`config.mk`:
```
export PLATFORM = sky130hd
export DESIGN_NAME = gtp_cordic_cell
export DESIGN_NICKNAME = d
export VERILOG_FILES = /design/src/hw/rtl/go_to_pose_velocity_controller_core_assert.svh /design/src/hw/rtl/gtp_pkg.sv /design/src/hw/rtl/gtp_cordic_cell.sv
export SDC_FILE = /design/constraint.sdc
export NUM_CORES = 1
export LEC_CHECK = 0
export BUFFER_PORTS_ARGS = -buffer_cell sky130_fd_sc_hd__buf_2
export CAP_MARGIN = 20
export CORE_AREA = 2 2 255 257
export DETAILED_ROUTE_END_ITERATION = 10
export DIE_AREA = 0 0 257 259
export GPL_TIMING_DRIVEN = 0
export RECOVER_POWER = 100
export SKIP_CTS_REPAIR_TIMING = 1
export SLEW_MARGIN = 20
export SYNTH_ARGS = -nofsm -noshare
export SYNTH_HDL_FRONTEND = slang
export SYNTH_SLANG_ARGS = --single-unit
```
`constraint.sdc`:
```
create_clock -name clk -period 5.6 [get_ports clk]
set_input_delay 1.4 -clock clk [delete_from_list [all_inputs] [get_ports clk]]
set_output_delay 1.4 -clock clk [all_outputs]
set_load 0.03 [all_outputs]
```
`src/hw/rtl/go_to_pose_velocity_controller_core_assert.svh`:
```
// ----------------------------------------------------------------------------
// go to pose controller assertion macros
// shared concurrent assertion forms, clocked on clk and held off in reset
// ----------------------------------------------------------------------------
`ifndef GO_TO_POSE_VELOCITY_CONTROLLER_CORE_ASSERT_SVH
`define GO_TO_POSE_VELOCITY_CONTROLLER_CORE_ASSERT_SVH

// same-cycle implication
`define GTP_ASSERT_IMP(lbl, ante, cons, msg) \
  lbl: assert property (@(posedge clk) disable iff (!rst_n) (ante) |-> (cons)) \
    else $error(msg);

// next-cycle implication
`define GTP_ASSERT_NXT(lbl, ante, cons, msg) \
  lbl: assert property (@(posedge clk) disable iff (!rst_n) (ante) |=> (cons)) \
    else $error(msg);

`endif

```
`src/hw/rtl/gtp_pkg.sv`:
```
// ----------------------------------------------------------------------------
// gtp_pkg
// types, constants and helpers of the go to pose velocity controller
// ----------------------------------------------------------------------------
`timescale 1ns / 1ps
`default_nettype none

package gtp_pkg;

  localparam int unsigned FRACTION_BITS = 16;
  localparam int unsigned ASH           = 44 - FRACTION_BITS;

  localparam int unsigned EW   = 25;
  localparam int unsigned XW   = 36;
  localparam int unsigned ZW   = 34;
  localparam int unsigned BW   = 28;
  localparam int unsigned NW   = 57;
  localparam int unsigned SW   = 64;
  localparam int unsigned RW   = 32;
  localparam int unsigned REMW = 36;
  localparam int unsigned QW   = 24;
  localparam int unsigned EMW  = 47;
  localparam int unsigned LW   = 23;
  localparam int unsigned TW   = 23;

  localparam logic [29:0] INV_GAIN_Q30 = 30'd652032874;
  localparam logic [30:0] PI_Q29       = 31'd1686629713;
  localparam logic [28:0] DIV10_M      = 29'd429496730;

  localparam longint unsigned NORM_THR =
    (64'd1 << (2 * FRACTION_BITS)) / 64'd1000000000000;
  localparam longint unsigned SLOW_L2 =
    ((64'd1 << (2 * FRACTION_BITS)) + 64'd9999) / 64'd10000;

  localparam logic [2:0] REG_POS_TOL  = 3'd0;
  localparam logic [2:0] REG_ANG_TOL  = 3'd1;
  localparam logic [2:0] REG_MAX_X    = 3'd2;
  localparam logic [2:0] REG_MAX_Y    = 3'd3;
  localparam logic [2:0] REG_MAX_TURN = 3'd4;
  localparam logic [2:0] REG_MODE     = 3'd5;

  localparam logic [15:0] POS_TOL_RST  = 16'd655;
  localparam logic [14:0] ANG_TOL_RST  = 15'd182;
  localparam logic [22:0] MAX_X_RST    = 23'd65536;
  localparam logic [22:0] MAX_Y_RST    = 23'd65536;
  localparam logic [22:0] MAX_TURN_RST = 23'd262144;

  typedef struct packed {
    logic signed [23:0] robot_x;
    logic signed [23:0] robot_y;
    logic signed [15:0] robot_heading;
    logic signed [23:0] goal_x;
    logic signed [23:0] goal_y;
    logic signed [15:0] goal_heading;
  } in_t;

  typedef struct packed {
    logic               valid;
    logic               arrived;
    logic               near;
    logic               big;
    logic               e_neg;
    logic [EMW-1:0]     em;
    logic signed [BW-1:0] bx;
    logic signed [BW-1:0] by;
    logic [NW-1:0]      nx;
    logic [NW-1:0]      ny;
  } side_t;

  typedef struct packed {
    logic signed [XW-1:0] x;
    logic signed [XW-1:0] y;
    logic signed [ZW-1:0] z;
  } cordic_t;

  typedef struct packed {
    logic [SW-1:0]   v;
    logic [RW-1:0]   root;
    logic [REMW-1:0] rem;
  } sqrt_t;

  typedef struct packed {
    logic [RW-1:0] d;
    logic [NW-1:0] rx;
    logic [NW-1:0] ry;
    logic [QW-1:0] qx;
    logic [QW-1:0] qy;
  } div_t;

  typedef struct packed {
    logic               arrived;
    logic signed [23:0] vx;
    logic signed [23:0] vy;
    logic signed [23:0] tr;
  } res_t;

  function automatic logic [29:0] atan_of(input int unsigned idx);
    logic [29:0] a;
    case (idx)
      0:  a = 30'd536870912;
      1:  a = 30'd316933406;
      2:  a = 30'd167458907;
      3:  a = 30'd85004756;
      4:  a = 30'd42667331;
      5:  a = 30'd21354465;
      6:  a = 30'd10679838;
      7:  a = 30'd5340245;
      8:  a = 30'd2670163;
      9:  a = 30'd1335087;
      10: a = 30'd667544;
      11: a = 30'd333772;
      12: a = 30'd166886;
      13: a = 30'd83443;
      14: a = 30'd41722;
      15: a = 30'd20861;
      16: a = 30'd10430;
      17: a = 30'd5215;
      18: a = 30'd2608;
      19: a = 30'd1304;
      20: a = 30'd652;
      21: a = 30'd326;
      22: a = 30'd163;
      23: a = 30'd81;
      default: a = 30'd0;
    endcase
    return a;
  endfunction

  function automatic logic signed [23:0] sat(input logic signed [31:0] v,
                                             input logic [22:0] lim);
    logic signed [31:0] l;
    logic signed [31:0] nl;
    logic signed [31:0] r;
    l  = $signed({9'd0, lim});
    nl = -l;
    if (v > l) begin
      r = l;
    end else if (v < nl) begin
      r = nl;
    end else begin
      r = v;
    end
    return r[23:0];
  endfunction

endpackage

`default_nettype wire

```
`src/hw/rtl/gtp_cordic_cell.sv`:
```
// ----------------------------------------------------------------------------
// gtp_cordic_cell
// one rotation stage of the body frame cordic
// ----------------------------------------------------------------------------
`timescale 1ns / 1ps
`default_nettype none

module gtp_cordic_cell import gtp_pkg::*; #(
  parameter int unsigned STAGE = 0
) (
  input  logic    clk,
  input  logic    rst_n,
  input  logic    en,
  input  cordic_t c_in,
  input  side_t   s_in,
  output cordic_t c_out,
  output side_t   s_out
);

  cordic_t c_r;
  cordic_t c_nxt;
  side_t   s_r;
  logic signed [XW-1:0] xs;
  logic signed [XW-1:0] ys;
  logic signed [ZW-1:0] at;

  always_comb begin
    xs = $signed(c_in.x) >>> STAGE;
    ys = $signed(c_in.y) >>> STAGE;
    at = $signed({{(ZW-30){1'b0}}, atan_of(STAGE)});
    if (!c_in.z[ZW-1]) begin
      c_nxt.x = c_in.x - ys;
      c_nxt.y = c_in.y + xs;
      c_nxt.z = c_in.z - at;
    end else begin
      c_nxt.x = c_in.x + ys;
      c_nxt.y = c_in.y - xs;
      c_nxt.z = c_in.z + at;
    end
  end

  always_ff @(posedge clk) begin
    if (!rst_n) begin
      s_r <= '0;
    end else if (en) begin
      s_r <= s_in;
    end
    if (en) begin
      c_r <= c_nxt;
    end
  end

  assign c_out = c_r;
  assign s_out = s_r;

endmodule

`default_nettype wire

```
==> out/qor.csv <==
metric,value,unit
worst-path-buf-inv,3,
crit_slowest_cell,a31oi_1,
p_clk_frac,0.350,
grt_setup_unrepaired,no,
fin_worst_hold_slack,0.512,ns
fin_area,23000,sq um
cts_max_level,2,
crit_type,primary input to flop,
vias_per_cell,4.78,
synth_nets,2250,
synth_seq_area_share,0.426,
ir_drop,0.000208,V
dpl_cell_area,22200,sq um
ys_types,73,
wl,77900,microns
yosysMostFrequentCell,mux2i_1,
synth_area_per_cell,9.88,sq um
setup_viol,0,
io_pins,659,
maxCapViolCount,0,
drive_gt1_frac,0.161,
synth_top_area_share,0.249,
syn_to_final_growth,29.0,%
cp_top_family,compound AO/OA/AOI/OAI gates,
synth_top_cell_by_area,dfxtp_1,
seqPwrFrac,0.390,
wl_per_cell,23.0,microns
clkSlewWorstSetupHoldPaths,0.06,ns
synth_commonest_cells,"235 x mux2i_1, 232 x nor2b_1, 222 x dfxtp_1, 148 x a21oi_1, 110 x inv_1",
drt-initial-drc-count,1393,
cp-end-kind,flop,
final.setup_skew,0,ns
rows,93,
drc,0,
initial_utilization,0.279,
tightest_slew,1.07,ns
first_pass_iters,6,
cts_buffers,40,
chipWidth,257,microns
start_kind,primary input,
slew_viol_final,0,
slew-limit-headroom,0.288,
synth_seq_cells,327,
die_area,66600,sq um
num_vias,16214,
final_antenna_net_count,0,
netlist_instances,1807,
run_status,"finished, final reports clean",
synth.area.top_cells,"dfxtp_1 25%, edfxtp_1 18%, mux2i_1 13%",
p_sw_frac,0.341,
pwr-share-comb,0.260,
crit_fanout,10,
min_period,4.81,ns
antenna_found_initial,31,
worstSkewPairLatency,0.55,ns
fmax,208,MHz
core,63900,sq um
crit_required,5.95,ns
min_path_type,flop to flop,
ys_warn_count,0,
hold_viol_final,0,
async_reset_ff_frac,0,
syn_area,17800,sq um
arrival,5.16,ns
cts_tree,done,
cts_root_buf,clkbuf_16,
globalRouteTotalUtil,0.224,
crit_path_cell_trace,clkbuf_1 > inv_1 > ha_1 > clkbuf_1 > or4_4 > nand2b_4 > a31oi_1 > o2111ai_1 > a31oi_1 > o2111ai_4 > a211oi_1 > nor2_1 > a211oi_1,
port_buffers,656,
first_global_vias,16015,
layout.nets,2949,
ys.flop_type,dfxtp_1,
fp.dieH,259,microns
overflow,0,
intPower,4.68,mW
cpPeakStageDelay,0.63,ns
switchingPower,2.42,mW
grt_pass1_wl,110000,microns
dp_hpwl,64400,microns
p_leak,9.88,nW
clkSinkCount,327,
p_per_area,309,nW/um^2
gp_congestion,0.975,
synth-edff-count,105,
grt_max_degree,73,
period_share,0.858,
clock_path_buffers,3,
-- power by group through the flow --
stage / Clock (mW) / Sequential [mW] / Combinational, mW
2_1_floorplan: 0 / 3.23 / 0.764
3_3_place_gp: 0 / 2.81 / 1.91
3_5_place_dp: 0 / 2.81 / 1.90
4_1_cts: 2.57 / 2.77 / 1.92
5_1_grt: 2.65 / 2.79 / 1.98
6_report: 2.49 / 2.77 / 1.85
-- final timing paths --
path / slack [ns] / cells after the start / to / startpoint
worst min-delay path: 0.51 / 2 / s_out[13] / s_out[13]
worst min register to register: 0.51 / 2 / s_out[13] / s_out[13]
worst max register to register: 4.85 / 2 / s_out[56] / s_out[56]
worst max-delay path: 0.79 / 13 / c_out[103] / c_in[43]
-- final cells by class --
type                       count  area [sq um]
antenna                        7          17.5
buffer                        99           389
clock buffer                  55          1100
clock inverter                14           136
fill                        6816         40900
inverter                     116           435
multi-input combinational   1265          9370
sequential                   327          7600
tap                          855          1070
timing repair buffer         657          2900
-- stage by stage --
stage | utilization | setup TNS [ns] | setup slack [ns] | std cells | total power, mW
6_report | 0.360 | 0 | 0.794 | 3395 | 7.11
5_1_grt | 0.360 | 0 | 0.652 | 3388 | 7.42
4_1_cts | 0.367 | 0 | 1.25 | 3388 | 7.25
3_5_place_dp | 0.348 | 0 | 0.658 | 3319 | 4.71
3_3_place_gp | 0.348 | -2.62 | -0.0805 | 3318 | 4.72
2_1_floorplan | - | 0 | 1.64 | 1807 | 3.99
-- metal layers --
layer	wire (microns)	track usage	vias up
met5	215	0	-
met4	4820	0.121	34
met3	6720	0.0665	205
met2	37900	0.392	794
met1	28300	0.244	7468
li1	-	-	7713
-- placed cells by master, fill, tap and decap left out, types with 41 or more instances in the layout --
master,synthesis,routed
a21oi_1,148,148
buf_2,7,329
clkbuf_1,64,432
clkbuf_16,0,41
dfxtp_1,222,222
edfxtp_1,105,105
ha_1,108,108
inv_1,110,110
mux2i_1,235,235
nand2_1,51,51
nor2_1,82,82
nor2b_1,232,232
o21ai_0,68,68
xnor2_1,55,55
-- worst reg2reg max path, delay by kind of cell, from the launching register on --
family	cells	cell delay [ns]
mux	1	0.11
simple gates	1	0.13
flops	1	0.45
-- logic make-up after synthesis --
group | count (synthesis) | synth area share
AO/OA/AOI/OAI | 382 | 0.137
XOR/XNOR | 65 | 0.0319
adder cells (fa/ha/maj) | 112 | 0.0802
buffers and inverters | 215 | 0.0463
flip-flops | 327 | 0.426
multiplexers | 236 | 0.132
AND/OR/NAND/NOR | 470 | 0.146
-- registers in the layout, summed over array words and instances (netlist names) --
name / count
c_out: 105
s_out: 222
Power figures use the tool's default switching activity.
