<file path="config.mk">
export PLATFORM = sky130hd
export DESIGN_NAME = gtp_sqrt_cell
export DESIGN_NICKNAME = d
export VERILOG_FILES = /design/src/hw/rtl/go_to_pose_velocity_controller_core_assert.svh /design/src/hw/rtl/gtp_pkg.sv /design/src/hw/rtl/gtp_sqrt_cell.sv
export SDC_FILE = /design/constraint.sdc
export NUM_CORES = 1
export LEC_CHECK = 0
export BUFFER_PORTS_ARGS = -buffer_cell sky130_fd_sc_hd__buf_2
export CAP_MARGIN = 20
export CORE_AREA = 4 4 278 280
export DETAILED_ROUTE_END_ITERATION = 8
export DIE_AREA = 0 0 282 284
export GPL_ROUTABILITY_DRIVEN = 0
export PLACE_DENSITY = 0.48
export SLEW_MARGIN = 20
export SYNTH_ARGS = -nofsm -noshare
export SYNTH_HDL_FRONTEND = slang
export SYNTH_SLANG_ARGS = --single-unit
</file>
<file path="constraint.sdc">
create_clock -name clk -period 2.6 [get_ports clk]
set_input_delay 0 -clock clk [delete_from_list [all_inputs] [get_ports clk]]
set_output_delay 0 -clock clk [all_outputs]
set_load 0.005 [all_outputs]
</file>
<file path="src/hw/rtl/go_to_pose_velocity_controller_core_assert.svh">
// ----------------------------------------------------------------------------
// go to pose controller assertion macros
// shared concurrent assertion forms, clocked on clk and held off in reset
// ----------------------------------------------------------------------------
`ifndef GO_TO_POSE_VELOCITY_CONTROLLER_CORE_ASSERT_SVH
`define GO_TO_POSE_VELOCITY_CONTROLLER_CORE_ASSERT_SVH

// same-cycle implication
`define GTP_ASSERT_IMP(lbl, ante, cons, msg) \
  lbl: assert property (@(posedge clk) disable iff (!rst_n) (ante) |-> (cons)) \
    else $error(msg);

// next-cycle implication
`define GTP_ASSERT_NXT(lbl, ante, cons, msg) \
  lbl: assert property (@(posedge clk) disable iff (!rst_n) (ante) |=> (cons)) \
    else $error(msg);

`endif

</file>
<file path="src/hw/rtl/gtp_pkg.sv">
// ----------------------------------------------------------------------------
// gtp_pkg
// types, constants and helpers of the go to pose velocity controller
// ----------------------------------------------------------------------------
`timescale 1ns / 1ps
`default_nettype none

package gtp_pkg;

  localparam int unsigned FRACTION_BITS = 16;
  localparam int unsigned ASH           = 44 - FRACTION_BITS;

  localparam int unsigned EW   = 25;
  localparam int unsigned XW   = 36;
  localparam int unsigned ZW   = 34;
  localparam int unsigned BW   = 28;
  localparam int unsigned NW   = 57;
  localparam int unsigned SW   = 64;
  localparam int unsigned RW   = 32;
  localparam int unsigned REMW = 36;
  localparam int unsigned QW   = 24;
  localparam int unsigned EMW  = 47;
  localparam int unsigned LW   = 23;
  localparam int unsigned TW   = 23;

  localparam logic [29:0] INV_GAIN_Q30 = 30'd652032874;
  localparam logic [30:0] PI_Q29       = 31'd1686629713;
  localparam logic [28:0] DIV10_M      = 29'd429496730;

  localparam longint unsigned NORM_THR =
    (64'd1 << (2 * FRACTION_BITS)) / 64'd1000000000000;
  localparam longint unsigned SLOW_L2 =
    ((64'd1 << (2 * FRACTION_BITS)) + 64'd9999) / 64'd10000;

  localparam logic [2:0] REG_POS_TOL  = 3'd0;
  localparam logic [2:0] REG_ANG_TOL  = 3'd1;
  localparam logic [2:0] REG_MAX_X    = 3'd2;
  localparam logic [2:0] REG_MAX_Y    = 3'd3;
  localparam logic [2:0] REG_MAX_TURN = 3'd4;
  localparam logic [2:0] REG_MODE     = 3'd5;

  localparam logic [15:0] POS_TOL_RST  = 16'd655;
  localparam logic [14:0] ANG_TOL_RST  = 15'd182;
  localparam logic [22:0] MAX_X_RST    = 23'd65536;
  localparam logic [22:0] MAX_Y_RST    = 23'd65536;
  localparam logic [22:0] MAX_TURN_RST = 23'd262144;

  typedef struct packed {
    logic signed [23:0] robot_x;
    logic signed [23:0] robot_y;
    logic signed [15:0] robot_heading;
    logic signed [23:0] goal_x;
    logic signed [23:0] goal_y;
    logic signed [15:0] goal_heading;
  } in_t;

  typedef struct packed {
    logic               valid;
    logic               arrived;
    logic               near;
    logic               big;
    logic               e_neg;
    logic [EMW-1:0]     em;
    logic signed [BW-1:0] bx;
    logic signed [BW-1:0] by;
    logic [NW-1:0]      nx;
    logic [NW-1:0]      ny;
  } side_t;

  typedef struct packed {
    logic signed [XW-1:0] x;
    logic signed [XW-1:0] y;
    logic signed [ZW-1:0] z;
  } cordic_t;

  typedef struct packed {
    logic [SW-1:0]   v;
    logic [RW-1:0]   root;
    logic [REMW-1:0] rem;
  } sqrt_t;

  typedef struct packed {
    logic [RW-1:0] d;
    logic [NW-1:0] rx;
    logic [NW-1:0] ry;
    logic [QW-1:0] qx;
    logic [QW-1:0] qy;
  } div_t;

  typedef struct packed {
    logic               arrived;
    logic signed [23:0] vx;
    logic signed [23:0] vy;
    logic signed [23:0] tr;
  } res_t;

  function automatic logic [29:0] atan_of(input int unsigned idx);
    logic [29:0] a;
    case (idx)
      0:  a = 30'd536870912;
      1:  a = 30'd316933406;
      2:  a = 30'd167458907;
      3:  a = 30'd85004756;
      4:  a = 30'd42667331;
      5:  a = 30'd21354465;
      6:  a = 30'd10679838;
      7:  a = 30'd5340245;
      8:  a = 30'd2670163;
      9:  a = 30'd1335087;
      10: a = 30'd667544;
      11: a = 30'd333772;
      12: a = 30'd166886;
      13: a = 30'd83443;
      14: a = 30'd41722;
      15: a = 30'd20861;
      16: a = 30'd10430;
      17: a = 30'd5215;
      18: a = 30'd2608;
      19: a = 30'd1304;
      20: a = 30'd652;
      21: a = 30'd326;
      22: a = 30'd163;
      23: a = 30'd81;
      default: a = 30'd0;
    endcase
    return a;
  endfunction

  function automatic logic signed [23:0] sat(input logic signed [31:0] v,
                                             input logic [22:0] lim);
    logic signed [31:0] l;
    logic signed [31:0] nl;
    logic signed [31:0] r;
    l  = $signed({9'd0, lim});
    nl = -l;
    if (v > l) begin
      r = l;
    end else if (v < nl) begin
      r = nl;
    end else begin
      r = v;
    end
    return r[23:0];
  endfunction

endpackage

`default_nettype wire

</file>
<file path="src/hw/rtl/gtp_sqrt_cell.sv">
// ----------------------------------------------------------------------------
// gtp_sqrt_cell
// one root bit of the digit by digit square root of the body error norm
// ----------------------------------------------------------------------------
`timescale 1ns / 1ps
`default_nettype none

module gtp_sqrt_cell import gtp_pkg::*; (
  input  logic  clk,
  input  logic  rst_n,
  input  logic  en,
  input  sqrt_t q_in,
  input  side_t s_in,
  output sqrt_t q_out,
  output side_t s_out
);

  sqrt_t q_r;
  sqrt_t q_nxt;
  side_t s_r;
  logic [REMW-1:0] r2;
  logic [REMW-1:0] trial;
  logic            ge;

  always_comb begin
    r2    = {q_in.rem[REMW-3:0], q_in.v[SW-1:SW-2]};
    trial = {2'b00, q_in.root, 2'b01};
    ge    = (r2 >= trial);
    q_nxt.rem  = ge ? (r2 - trial) : r2;
    q_nxt.root = {q_in.root[RW-2:0], ge};
    q_nxt.v    = {q_in.v[SW-3:0], 2'b00};
  end

  always_ff @(posedge clk) begin
    if (!rst_n) begin
      s_r <= '0;
    end else if (en) begin
      s_r <= s_in;
    end
    if (en) begin
      q_r <= q_nxt;
    end
  end

  assign q_out = q_r;
  assign s_out = s_r;

endmodule

`default_nettype wire

</file>
==> out/summary.txt <==
Status -> complete, no violations
Critical Path Max Stage Delay -> 0.54 ns
CP arrival -> 2.82 ns
Setup total negative slack -> 0 ns
Maxcap violations -> 0
Initial cell density of the core -> 19.65%
Compound-cell area share of the yosys netlist -> 6.072%
H-tree levels -> 2
Total vias in the final route -> 13170
Min Hold Slack -> 0.04593 ns
Adder-Cell Fraction of Synth Area -> 2.908%
Delay-heaviest family, CP -> compound AO/OA/AOI/OAI gates
Max rail drop VDD -> 0.4800 mV
Die span in x -> 282 um
Ports -> 711
Total Nets Final -> 2726
Gate Count Post-Synth -> 1244
Total GRT Usage -> 12.47%
FF-to-FF setup slack -> 1.85 ns
Num CTS Buffers -> 42
CP Launch Type -> input port
RSZ-0062 raised after global routing -> yes
Share of cells above drive strength 1 -> 35.98%
Buf+Inv Stages, Crit Path -> 3
Area of the core -> 74450 um^2
Die area -> 80090 um^2
Congestion Overflow GR -> 0
YS warnings -> 0
Antenna violations before repair -> 2
Post-Syn Area -> 14630 um^2
Slew @ Worst Pin -> 0.8802 ns
Max-slew headroom -> 41.32%
Final core utilization -> 32.99%
Max Slew Vio Count -> 0
Worst path cell trace -> dlygate4sd3_1, buf_2, ha_1, a21o_1, a21o_1, a21o_1, a31oi_1, o311ai_2, o21ai_4, buf_6, nor2_1, mux2_2
Final Critical Period -> 2.520 ns
Drt drc -> 0
Data required time at the worst endpoint -> 2.90 ns
# diodes -> 0
Setup Skew -> 0 ns
Largest net degree at the start of global routing -> 82
Cell row count -> 100
Leakage -> 0.01140 uW
Clock sink count -> 352
HP Class -> input port to flip-flop
Slowest CP cell -> dlygate4sd3_1
Multiplexer share of the synthesized area -> 15.44%
Final period util -> 96.92%
Clk slew on worst S/H paths -> 0.06 ns
Critical Path Fanout Max -> 7
Critical path's most frequent cell -> a21o_1
Fin. Hold Viols -> 0
PD cells -> 599.0 nW/um^2
Largest family of logic cells by synthesized area -> multiplexers
Dominant synthesized flop cell -> dfxtp_1
Crit end category -> flip-flop
Register area share after synthesis -> 57.06%
Synth Area in XOR/XNOR -> 1.976%
Number of port buffers -> 706
First-pass GRT wire length -> 79690 um
Mapped Avg Cell Area -> 11.76 um^2
Vias in the first global route -> 13940
Register bit total from synthesis -> 352
Pre-antenna DRT Iters -> 4
Iter 0 DRT Violations -> 441
Post-Synth Simple-Gate Area -> 13.37%
Antenna Nets Post-Route -> 0
Root buf cell -> clkbuf_16
Yosys cell types -> 58
Area grow syn2layout -> 67.87%
Clock Tree Buf Depth -> 3
Clk Latency, worst-skew pair -> 0.54 ns
Peak Freq -> 396.8 MHz
Wire length per cell -> 15.95 um
Number of vias per cell -> 3.946
CTS tree -> yes
Final WL -> 53240 um
Final setup viols -> 0
WS Path Type -> input port to flip-flop
Die Y -> 284 um
EDFF count, synth -> 130
Post-CTS Repair Setup Buffers -> 0
Asr flop ratio synth -> 0%
Placed wire-length estimate -> 40040 um
[worst register-to-register path: cells and delay by family (launching register included)]
family,cells,cell delay (ns)
simple gates,1,0.11
mux,1,0.12
flops,1,0.46
[cell type report]
type	count	area, um^2
clock inverter	17	160.2
timing repair buffer	1121	7625
sequential	352	8348
tap	969	1212
fill	7486	49890
multi-input combinational	780	5882
inverter	38	142.6
clock buffer	60	1190
[worst paths after layout]
| check | start | cells after the start | end |
|---|---|---|---|
| min | rst_n | 2 | s_out[24] |
| max | q_in[27] | 12 | q_out[35] |
| max reg2reg | s_out[158] | 2 | s_out[158] |
| min reg2reg | s_out[179] | 2 | s_out[179] |
[metrics by stage]
stage	cells	worst slack (ns)	total power, uW	cell area, um^2
floorplan	1245	0.2844	7453	14630
global placement	2908	-0.05368	8632	19630
detailed placement	2908	-0.03082	8645	19630
CTS	3337	0.01576	14980	24500
global route	3337	-0.006719	15450	24560
finish	3337	0.08007	14710	24560
[cell usage after synthesis, drive strengths merged (6+ instances only)]
library cell / number / area share (%)
xor2: 15 / 0.90
inv: 38 / 0.97
a21o: 10 / 0.51
ha: 34 / 2.9
edfxtp: 130 / 27
nand2b: 6 / 0.26
xnor2: 18 / 1.1
o21bai: 6 / 0.31
nand2: 62 / 1.6
dfxtp: 222 / 30
o21ai: 57 / 2.0
nand3: 9 / 0.31
clkbuf: 43 / 1.1
nor2: 15 / 0.38
buf: 32 / 1.1
nor2b: 224 / 9.6
a21oi: 28 / 0.96
nand4: 10 / 0.47
nor3: 7 / 0.24
mux2i: 223 / 15
[placed cells by master (no fill, tap or decap), types with 37 or more instances in the layout]
cell type / Yosys / layout
buf_2: 8 / 704
dlygate4sd3_1: 0 / 352
nor2b_1: 224 / 224
mux2i_1: 223 / 223
dfxtp_1: 222 / 222
edfxtp_1: 130 / 130
nand2_1: 62 / 61
o21ai_0: 56 / 56
buf_4: 7 / 56
clkbuf_16: 0 / 42
inv_1: 37 / 37
[cell families (layout without fill, tap and decap cells)]
group,count (synthesis),in the layout
flops,352,352
mux,225,225
fa+ha+maj,34,34
compound gates,141,141
simple gates,345,345
buf+inv,113,1236
xor+xnor,33,33
other cells,1,2
[report_power, final]
part           internal, uW  leakage, uW  total, uW  switching (uW)
sequential             6190      0.00311       6360             169
clock                  3400     0.000668       5740            2340
combinational          1410      0.00762       2620            1210
total                 11000       0.0114      14700            3720
[registers in the layout (all words and copies together) (netlist names)]
| register | cells |
|---|---|
| s_out | 222 |
| q_out | 130 |
[metal layers]
layer | part of all wire, % | GRT usage [%] | wire (um)
met5 | 0.013 | 0 | 7
met4 | 3.3 | 4.336 | 1769
met3 | 8.2 | 3.793 | 4346
met2 | 49 | 22.63 | 26330
met1 | 39 | 13.68 | 20780
[timing repair]
action                     in CTS  in global routing
setup endpoints to repair       0                 36
hold endpoints to repair      366                  0
gates resized for setup         0                 13
hold buffers                  352                  0
(Power assumes the default switching activity.)
