<file path="config.mk">
export PLATFORM = sky130hd
export DESIGN_NAME = gtp_div_cell
export DESIGN_NICKNAME = d
export VERILOG_FILES = /design/src/hw/rtl/go_to_pose_velocity_controller_core_assert.svh /design/src/hw/rtl/gtp_pkg.sv /design/src/hw/rtl/gtp_div_cell.sv
export SDC_FILE = /design/constraint.sdc
export NUM_CORES = 1
export LEC_CHECK = 0
export BUFFER_PORTS_ARGS = -buffer_cell sky130_fd_sc_hd__buf_4
export CAP_MARGIN = 15
export CORE_AREA = 2 2 322 324
export CTS_CLUSTER_DIAMETER = 60
export DETAILED_ROUTE_END_ITERATION = 10
export DIE_AREA = 0 0 324 326
export RECOVER_POWER = 50
export SLEW_MARGIN = 5
export SYNTH_ARGS = -nofsm -noshare
export SYNTH_HDL_FRONTEND = slang
export SYNTH_SLANG_ARGS = --single-unit
</file>
<file path="constraint.sdc">
create_clock -name clk -period 5.1 [get_ports clk]
set_clock_uncertainty 0.05 [all_clocks]
set_input_delay 1.275 -clock clk [delete_from_list [all_inputs] [get_ports clk]]
set_output_delay 1.275 -clock clk [all_outputs]
set_load 0.03 [all_outputs]
</file>
<file path="src/hw/rtl/go_to_pose_velocity_controller_core_assert.svh">
// ----------------------------------------------------------------------------
// go to pose controller assertion macros
// shared concurrent assertion forms, clocked on clk and held off in reset
// ----------------------------------------------------------------------------
`ifndef GO_TO_POSE_VELOCITY_CONTROLLER_CORE_ASSERT_SVH
`define GO_TO_POSE_VELOCITY_CONTROLLER_CORE_ASSERT_SVH

// same-cycle implication
`define GTP_ASSERT_IMP(lbl, ante, cons, msg) \
  lbl: assert property (@(posedge clk) disable iff (!rst_n) (ante) |-> (cons)) \
    else $error(msg);

// next-cycle implication
`define GTP_ASSERT_NXT(lbl, ante, cons, msg) \
  lbl: assert property (@(posedge clk) disable iff (!rst_n) (ante) |=> (cons)) \
    else $error(msg);

`endif

</file>
<file path="src/hw/rtl/gtp_pkg.sv">
// ----------------------------------------------------------------------------
// gtp_pkg
// types, constants and helpers of the go to pose velocity controller
// ----------------------------------------------------------------------------
`timescale 1ns / 1ps
`default_nettype none

package gtp_pkg;

  localparam int unsigned FRACTION_BITS = 16;
  localparam int unsigned ASH           = 44 - FRACTION_BITS;

  localparam int unsigned EW   = 25;
  localparam int unsigned XW   = 36;
  localparam int unsigned ZW   = 34;
  localparam int unsigned BW   = 28;
  localparam int unsigned NW   = 57;
  localparam int unsigned SW   = 64;
  localparam int unsigned RW   = 32;
  localparam int unsigned REMW = 36;
  localparam int unsigned QW   = 24;
  localparam int unsigned EMW  = 47;
  localparam int unsigned LW   = 23;
  localparam int unsigned TW   = 23;

  localparam logic [29:0] INV_GAIN_Q30 = 30'd652032874;
  localparam logic [30:0] PI_Q29       = 31'd1686629713;
  localparam logic [28:0] DIV10_M      = 29'd429496730;

  localparam longint unsigned NORM_THR =
    (64'd1 << (2 * FRACTION_BITS)) / 64'd1000000000000;
  localparam longint unsigned SLOW_L2 =
    ((64'd1 << (2 * FRACTION_BITS)) + 64'd9999) / 64'd10000;

  localparam logic [2:0] REG_POS_TOL  = 3'd0;
  localparam logic [2:0] REG_ANG_TOL  = 3'd1;
  localparam logic [2:0] REG_MAX_X    = 3'd2;
  localparam logic [2:0] REG_MAX_Y    = 3'd3;
  localparam logic [2:0] REG_MAX_TURN = 3'd4;
  localparam logic [2:0] REG_MODE     = 3'd5;

  localparam logic [15:0] POS_TOL_RST  = 16'd655;
  localparam logic [14:0] ANG_TOL_RST  = 15'd182;
  localparam logic [22:0] MAX_X_RST    = 23'd65536;
  localparam logic [22:0] MAX_Y_RST    = 23'd65536;
  localparam logic [22:0] MAX_TURN_RST = 23'd262144;

  typedef struct packed {
    logic signed [23:0] robot_x;
    logic signed [23:0] robot_y;
    logic signed [15:0] robot_heading;
    logic signed [23:0] goal_x;
    logic signed [23:0] goal_y;
    logic signed [15:0] goal_heading;
  } in_t;

  typedef struct packed {
    logic               valid;
    logic               arrived;
    logic               near;
    logic               big;
    logic               e_neg;
    logic [EMW-1:0]     em;
    logic signed [BW-1:0] bx;
    logic signed [BW-1:0] by;
    logic [NW-1:0]      nx;
    logic [NW-1:0]      ny;
  } side_t;

  typedef struct packed {
    logic signed [XW-1:0] x;
    logic signed [XW-1:0] y;
    logic signed [ZW-1:0] z;
  } cordic_t;

  typedef struct packed {
    logic [SW-1:0]   v;
    logic [RW-1:0]   root;
    logic [REMW-1:0] rem;
  } sqrt_t;

  typedef struct packed {
    logic [RW-1:0] d;
    logic [NW-1:0] rx;
    logic [NW-1:0] ry;
    logic [QW-1:0] qx;
    logic [QW-1:0] qy;
  } div_t;

  typedef struct packed {
    logic               arrived;
    logic signed [23:0] vx;
    logic signed [23:0] vy;
    logic signed [23:0] tr;
  } res_t;

  function automatic logic [29:0] atan_of(input int unsigned idx);
    logic [29:0] a;
    case (idx)
      0:  a = 30'd536870912;
      1:  a = 30'd316933406;
      2:  a = 30'd167458907;
      3:  a = 30'd85004756;
      4:  a = 30'd42667331;
      5:  a = 30'd21354465;
      6:  a = 30'd10679838;
      7:  a = 30'd5340245;
      8:  a = 30'd2670163;
      9:  a = 30'd1335087;
      10: a = 30'd667544;
      11: a = 30'd333772;
      12: a = 30'd166886;
      13: a = 30'd83443;
      14: a = 30'd41722;
      15: a = 30'd20861;
      16: a = 30'd10430;
      17: a = 30'd5215;
      18: a = 30'd2608;
      19: a = 30'd1304;
      20: a = 30'd652;
      21: a = 30'd326;
      22: a = 30'd163;
      23: a = 30'd81;
      default: a = 30'd0;
    endcase
    return a;
  endfunction

  function automatic logic signed [23:0] sat(input logic signed [31:0] v,
                                             input logic [22:0] lim);
    logic signed [31:0] l;
    logic signed [31:0] nl;
    logic signed [31:0] r;
    l  = $signed({9'd0, lim});
    nl = -l;
    if (v > l) begin
      r = l;
    end else if (v < nl) begin
      r = nl;
    end else begin
      r = v;
    end
    return r[23:0];
  endfunction

endpackage

`default_nettype wire

</file>
<file path="src/hw/rtl/gtp_div_cell.sv">
// ----------------------------------------------------------------------------
// gtp_div_cell
// one quotient bit of the two restoring speed dividers
// ----------------------------------------------------------------------------
`timescale 1ns / 1ps
`default_nettype none

module gtp_div_cell import gtp_pkg::*; #(
  parameter int unsigned BIT = 0
) (
  input  logic  clk,
  input  logic  rst_n,
  input  logic  en,
  input  div_t  d_in,
  input  side_t s_in,
  output div_t  d_out,
  output side_t s_out
);

  div_t  d_r;
  div_t  d_nxt;
  side_t s_r;
  logic [NW-1:0] dd;
  logic          gx;
  logic          gy;

  always_comb begin
    dd    = {{(NW-RW){1'b0}}, d_in.d} << BIT;
    gx    = (d_in.rx >= dd);
    gy    = (d_in.ry >= dd);
    d_nxt = d_in;
    if (gx) begin
      d_nxt.rx     = d_in.rx - dd;
      d_nxt.qx[BIT] = 1'b1;
    end
    if (gy) begin
      d_nxt.ry     = d_in.ry - dd;
      d_nxt.qy[BIT] = 1'b1;
    end
  end

  always_ff @(posedge clk) begin
    if (!rst_n) begin
      s_r <= '0;
    end else if (en) begin
      s_r <= s_in;
    end
    if (en) begin
      d_r <= d_nxt;
    end
  end

  assign d_out = d_r;
  assign s_out = s_r;

endmodule

`default_nettype wire

</file>
==> impl_metrics.env, run 1 <==
export IMPL_area_delta_synth_final_pct=50.7
export IMPL_rsz0062_at_grt="false"
export IMPL_timing_critical_path_arrival_ns=4.90
export IMPL_cts_hold_buf=0
export IMPL_cp_required_ns=5.54
export IMPL_finalCritPeriodShare=0.875
export IMPL_synth_yosys_seq_area_share=0.515
export IMPL_clock_sink_count=416
export IMPL_reg_to_reg_critical_path_startpoint="s_out[200]$_SDFFE_PN0P_"
export IMPL_crit_path_max_incr_delay_ns=1.63
export IMPL_syn_mean_instance_area_um2=10.7
export IMPL_antenna_violations_before_repair=16
export IMPL_kind_of_path_behind_the_tightest_hold_check="reg -> reg"
export IMPL_detailedRoute_firstPassIterationCount=5
export IMPL_clk_latency_ns=0.61
export IMPL_ctsResizeCount=0
export IMPL_cp_end_kind="flop"
export IMPL_fillCellCount=10800
export IMPL_synth_most_common_cell="nor2b_1"
export IMPL_synth_distinct_cells=62
export IMPL_gr_total_overflow=0
export IMPL_critical_path_peak_fanout=68
export IMPL_report_final_setup_viol=0
export IMPL_ys_async_sr_fraction=0
export IMPL_place_gp_congestion=0.902
export IMPL_max_vdd_ir_drop_v=0.000222
export IMPL_drc_errors=0
export IMPL_grt_usage=0.175
export IMPL_placed_cells_incl_taps=4018
export IMPL_tritoncts_num_buffers=66
export IMPL_drt_iter0_markers=1153
export IMPL_worstSetupPathType="in -> reg"
export IMPL_die_height_um=326
export IMPL_crit_path_frequent_cell="clkbuf_2"
export IMPL_power_per_cell_area_nw_per_um2=368
export IMPL_fp_row_count=118
export IMPL_synth_top_flop_cell="dfxtp_1"
export IMPL_final_max_slew_viol_count=326
export IMPL_drive_gt1_frac=0.347
export IMPL_syn_area_um2=20000
export IMPL_finish_cell_count_without_fillers=4142
export IMPL_fin_setup_tns_ns=0
export IMPL_synthesis_nets=2343
export IMPL_worst_slew_pin_transition_ns=2.08
export IMPL_maxCapViolations=6
export IMPL_tritoncts_clock_tree="done"
export IMPL_failed_checks="capacitance limit, slew limit"
export IMPL_r2r_worst_path_cells=2
export IMPL_synth_largest_type_area_fraction=0.292
export IMPL_max_clock_buf_depth=3
export IMPL_p_leak_uw=0.0130
export IMPL_grt_pass1_vias=17000
export IMPL_effective_utilization_at_floorplan=0.194
export IMPL_relSlewSlack=-0.389
export IMPL_die_x_um=324
export IMPL_final_core_utilization=0.293
export IMPL_synthCells=1858
export IMPL_main_area_contributors_after_synthesis="edfxtp_1, dfxtp_1, mux2i_1"
export IMPL_routed_wire_length_per_instance_um=23.4
export IMPL_status="finished with violations"
export IMPL_ys_warnings_count=0
export IMPL_num_vias=17800
export IMPL_final_hold_violation_count=0
export IMPL_routed_wirelength_mm=97.0
export IMPL_worstPathCellList="clkbuf_2 > clkbuf_2 > mux2i_1 > nor2b_1"
export IMPL_clkTransAtPathRegs_ns=0.05
export IMPL_placeableCoreArea_um2=103000
export IMPL_detailedPlacementHpwl_mm=79.7
export IMPL_timing_rr_end="s_out[200]$_SDFFE_PN0P_"
export IMPL_postCtsSetupBuffers=0
export IMPL_start_kind="primary input"
export IMPL_htree_levels=3
export IMPL_place_port_buffers=834
export IMPL_route_antenna_remaining_nets=0
export IMPL_timing_final_crit_period_ns=4.46
export IMPL_detail_route_vias_per_cell=4.30
export IMPL_yosysTopAreaCell="edfxtp_1"
export IMPL_io_pins=835
export IMPL_timing_hold_worst_path_depth=2
export IMPL_hold_path_end="s_out[99]$_SDFFE_PN0P_"
export IMPL_final_nets=3191
export IMPL_grt_start_max_net_pins=93
export IMPL_cts_root_buf="clkbuf_16"
export IMPL_yosys_top_cells_count="nor2b_1, dfxtp_1, mux2i_1, edfxtp_1, nor2_1"
export IMPL_critical_path_slowest_cell="clkbuf_2"
export IMPL_min_from="s_out[99]$_SDFFE_PN0P_"
export IMPL_synth_edf_count=194
export IMPL_grt_first_pass_wirelength_mm=131
export IMPL_die_area_um2=106000
export IMPL_ys_ff_latch=416
export IMPL_timing_reg2reg_setup_slack_ns=4.27
export IMPL_fmax_mhz=224
## layer usage
layer / part of all wire / wire length [um] / global-route usage
met1: 0.39 / 37700 / 0.205
met2: 0.46 / 45000 / 0.281
met3: 0.13 / 12200 / 0.0865
met4: 0.021 / 2020 / 0.0528
met5: 0.00067 / 65 / 0
## power by group
group | switching, uW | total [uW] | internal [uW]
combinational | 1480 | 2410 | 932
clock | 1870 | 4720 | 2850
sequential | 123 | 3940 | 3810
## final cells by class
type	count	area [um^2]	area share
clock buffers	75	1720	0.0570
diodes	4	10.0	0.000333
inverters	51	191	0.00637
multi-input cells	1296	9130	0.303
flip-flops and latches	416	10300	0.342
clock inverters	45	578	0.0192
well taps	1380	1730	0.0574
repair buffers	875	6460	0.215
## kinds of logic (layout without fill, tap and decap cells)
family	after synthesis	after routing	synth area share
fa+ha+maj	66	66	0.0421
other cells	0	4	0
flops	416	416	0.515
mux	222	222	0.111
compound gates	294	294	0.0926
simple gates	616	616	0.168
buf+inv	146	1046	0.0278
xor+xnor	98	98	0.0430
## sequential cells by signal (all words and copies together), names as in the netlist
signal and flops:
d_out 194, s_out 222
## cell usage in the layout, fill, tap and decap left out, drive strengths merged, types with 6 or more instances in the layout
cell type  count
nor4          16
and2           7
or4            8
o211ai        13
nor4b          8
a21o          26
dfxtp        222
o21ai         60
inv           65
o21bai        12
buf          771
mux2i        222
clkinv        18
o31ai          8
o21a          14
or3           11
nand3         30
xnor2         53
nor2         111
a211oi        14
ha            64
and3           8
clkbuf       179
nor2b        232
bufinv         7
xor2          45
edfxtp       194
or2            6
nor3          40
nand2         81
clkinvlp       6
a21oi        102
nand2b        12
a31oi         10
nand4         29
## critical path, delay by kind of cell
family                 cells  cell delay (ns)
multiplexers               1             0.31
AND/OR/NAND/NOR            1             0.09
buffers and inverters      2             3.05
## stage by stage
step                      power, uW  instance area (um^2)  hold slack, ns  worst slack [ns]
after detailed placement       6440                 28000           0.452             0.340
after CTS                     11300                 30300           0.469              1.03
final                         11100                 30100           0.465             0.639
after floorplan                5240                 20000           0.591             0.982
after global routing          11500                 30100           0.482             0.380
after global placement         6430                 28000           0.448             0.353
## how the worst max path moves through the flow
stage	startpoint	to	slack (ns)	cells after the start
after detailed placement	d_in[193]	d_out[150]$_DFFE_PP_	0.34	10
after global routing	en	s_out[133]$_SDFFE_PN0P_	0.38	4
after global placement	d_in[193]	d_out[150]$_DFFE_PP_	0.35	10
after CTS	d_in[193]	d_out[150]$_DFFE_PP_	1.03	10
after floorplan	d_in[190]	d_out[150]$_DFFE_PP_	0.98	13
final	en	s_out[55]$_SDFFE_PN0P_	0.64	4
Note: power is estimated with default switching activity, not from simulation.
==> run 2, diff against run 1 <==
--- a/config.mk
+++ b/config.mk
@@ -7,10 +7,13 @@
 export LEC_CHECK = 0
 export BUFFER_PORTS_ARGS = -buffer_cell sky130_fd_sc_hd__buf_4
 export CAP_MARGIN = 15
-export CORE_AREA = 2 2 322 324
+export CELL_PAD_IN_SITES_DETAIL_PLACEMENT = 0
+export CELL_PAD_IN_SITES_GLOBAL_PLACEMENT = 1
+export CORE_AREA = 2 2 329 331
 export CTS_CLUSTER_DIAMETER = 60
 export DETAILED_ROUTE_END_ITERATION = 10
-export DIE_AREA = 0 0 324 326
+export DIE_AREA = 0 0 331 333
+export PLACE_DENSITY_LB_ADDON = 0.1
 export RECOVER_POWER = 50
 export SLEW_MARGIN = 5
 export SYNTH_ARGS = -nofsm -noshare
==> run 2 against run 1 <==
Compared with the run above: the flow still finishes with violations (capacitance limit, slew limit); final cell count up 0.65%; largest cell class unchanged; wire length up 1.1%; register-to-register slack worse by 0.04 ns; die area up 4.4%; clock power up 1%; fmax up 3.2%.
==> impl_metrics.env, run 2 (synthesis results as in run 1) <==
export IMPL_status="finished with violations"
export IMPL_failed_checks="capacitance limit, slew limit"
export IMPL_gr_total_overflow=0
export IMPL_report_final_setup_viol=0
export IMPL_timing_final_crit_period_ns=4.32
export IMPL_placed_cells_incl_taps=4036
export IMPL_timing_critical_path_arrival_ns=4.67
export IMPL_timing_hold_worst_path_depth=2
export IMPL_r2r_worst_path_cells=2
export IMPL_most_common_layout_cells="buf_4, nor2b_1, mux2i_1, dfxtp_1, edfxtp_1"
export IMPL_worstSetupPathType="in -> reg"
export IMPL_power_per_cell_area_nw_per_um2=368
export IMPL_final_core_utilization=0.282
export IMPL_min_from="s_out[6]$_SDFFE_PN0P_"
export IMPL_die_height_um=333
export IMPL_layout_cells_most_common="buf_4"
export IMPL_ctsResizeCount=0
export IMPL_tritoncts_clock_tree="done"
export IMPL_rsz0062_at_grt="false"
export IMPL_drc_errors=0
export IMPL_placeableCoreArea_um2=107000
export IMPL_routed_wire_length_per_instance_um=23.5
export IMPL_htree_levels=3
export IMPL_detail_route_vias_per_cell=4.15
export IMPL_start_kind="primary input"
export IMPL_io_pins=835
export IMPL_area_delta_synth_final_pct=50.7
export IMPL_grt_usage=0.172
export IMPL_finalCritPeriodShare=0.847
export IMPL_worst_slew_pin_transition_ns=2.38
export IMPL_grt_pass1_vias=17800
export IMPL_grt_start_max_net_pins=119
export IMPL_design_area_um2=30100
export IMPL_die_area_um2=110000
export IMPL_timing_rr_end="s_out[111]$_SDFFE_PN0P_"
export IMPL_placed_standard_cell_area_um2=28000
export IMPL_cp_required_ns=5.45
export IMPL_final_hold_violation_count=0
export IMPL_fmax_mhz=231
export IMPL_die_x_um=331
export IMPL_fin_setup_tns_ns=0
export IMPL_grt_first_pass_wirelength_mm=135
export IMPL_drt_iter0_markers=828
export IMPL_detailedPlacementHpwl_mm=79.7
export IMPL_postCtsSetupBuffers=0
export IMPL_place_gp_congestion=0.832
export IMPL_p_leak_uw=0.0130
export IMPL_final_max_slew_viol_count=205
export IMPL_cts_hold_buf=0
export IMPL_max_vdd_ir_drop_v=0.000216
export IMPL_final_nets=3191
export IMPL_num_vias=17300
export IMPL_effective_utilization_at_floorplan=0.187
export IMPL_drive_gt1_frac=0.341
export IMPL_critical_path_peak_fanout=7
export IMPL_final_hold_worst_slack_ns=0.465
export IMPL_route_antenna_remaining_nets=0
export IMPL_timing_reg2reg_setup_slack_ns=4.23
export IMPL_maxCapViolations=4
export IMPL_largest_register_ff_count=222
export IMPL_reg_to_reg_critical_path_startpoint="s_out[111]$_SDFFE_PN0P_"
export IMPL_routed_wirelength_mm=98.1
export IMPL_hold_path_end="s_out[6]$_SDFFE_PN0P_"
export IMPL_fp_row_count=120
export IMPL_detailedRoute_firstPassIterationCount=5
export IMPL_kind_of_path_behind_the_tightest_hold_check="reg -> reg"
export IMPL_place_port_buffers=834
export IMPL_clk_latency_ns=0.62
export IMPL_max_clock_buf_depth=3
export IMPL_relSlewSlack=-0.589
export IMPL_cts_root_buf="clkbuf_16"
export IMPL_finish_cell_count_without_fillers=4169
export IMPL_cp_end_kind="flop"
export IMPL_clkTransAtPathRegs_ns=0.06
export IMPL_antenna_violations_before_repair=13
export IMPL_clock_sink_count=416
export IMPL_tritoncts_num_buffers=70
==> run 2: metrics by stage <==
| step | total power (uW) | setup slack, ns |
|---|---|---|
| 3_3_place_gp | 6420 | 0.145 |
| 6_report | 11100 | 0.778 |
| 4_1_cts | 11300 | 0.884 |
| 2_1_floorplan | 5240 | 0.982 |
| 5_1_grt | 11600 | 0.433 |
| 3_5_place_dp | 6410 | 0.172 |
==> run 2: per-layer routing <==
layer	GRT usage	part of all wire	wire, um	vias to the layer above
met3	0.0581	0.078	7620	114
met5	0	0.00094	92	-
li1	-	-	-	8382
met2	0.300	0.50	49100	598
met1	0.197	0.40	38900	8206
met4	0.0492	0.024	2400	14
==> run 2: how the worst max path moves through the flow <==
stage,from,end,slack [ns],cells after the start
floorplan,d_in[190],d_out[150]$_DFFE_PP_,0.98,13
global placement,d_in[162],d_out[96]$_DFFE_PP_,0.15,11
detailed placement,d_in[162],d_out[96]$_DFFE_PP_,0.17,11
CTS,d_in[162],d_out[96]$_DFFE_PP_,0.88,11
global route,d_in[163],d_out[99]$_DFFE_PP_,0.43,12
finish,d_in[163],d_out[99]$_DFFE_PP_,0.78,12
==> run 2: layout make-up <==
type	instances	area (um^2)
tap	1403	1760
fill	11400	76500
timing repair buffer	871	6370
inverter	51	191
antenna	3	7.51
clock inverter	41	483
sequential	416	10300
multi-input combinational	1296	9130
clock buffer	88	1860
==> run 2: critical path: stages <==
cell and delay, ns:
clkbuf_1 0.37, inv_1 0.23, ha_1 0.34, nor2b_1 0.14, o211ai_1 0.27, a311oi_1 0.18
a221o_1 0.45, a21boi_1 0.32, o211ai_1 0.32, a2111oi_0 0.52, buf_4 0.18, xor2_1 0.05
==> run 2: power breakdown <==
part	total (uW)	switching [uW]	internal [uW]
Clock	4790	1890	2900
Combinational	2360	1440	916
Sequential	3930	118	3820
Total	11100	3450	7630
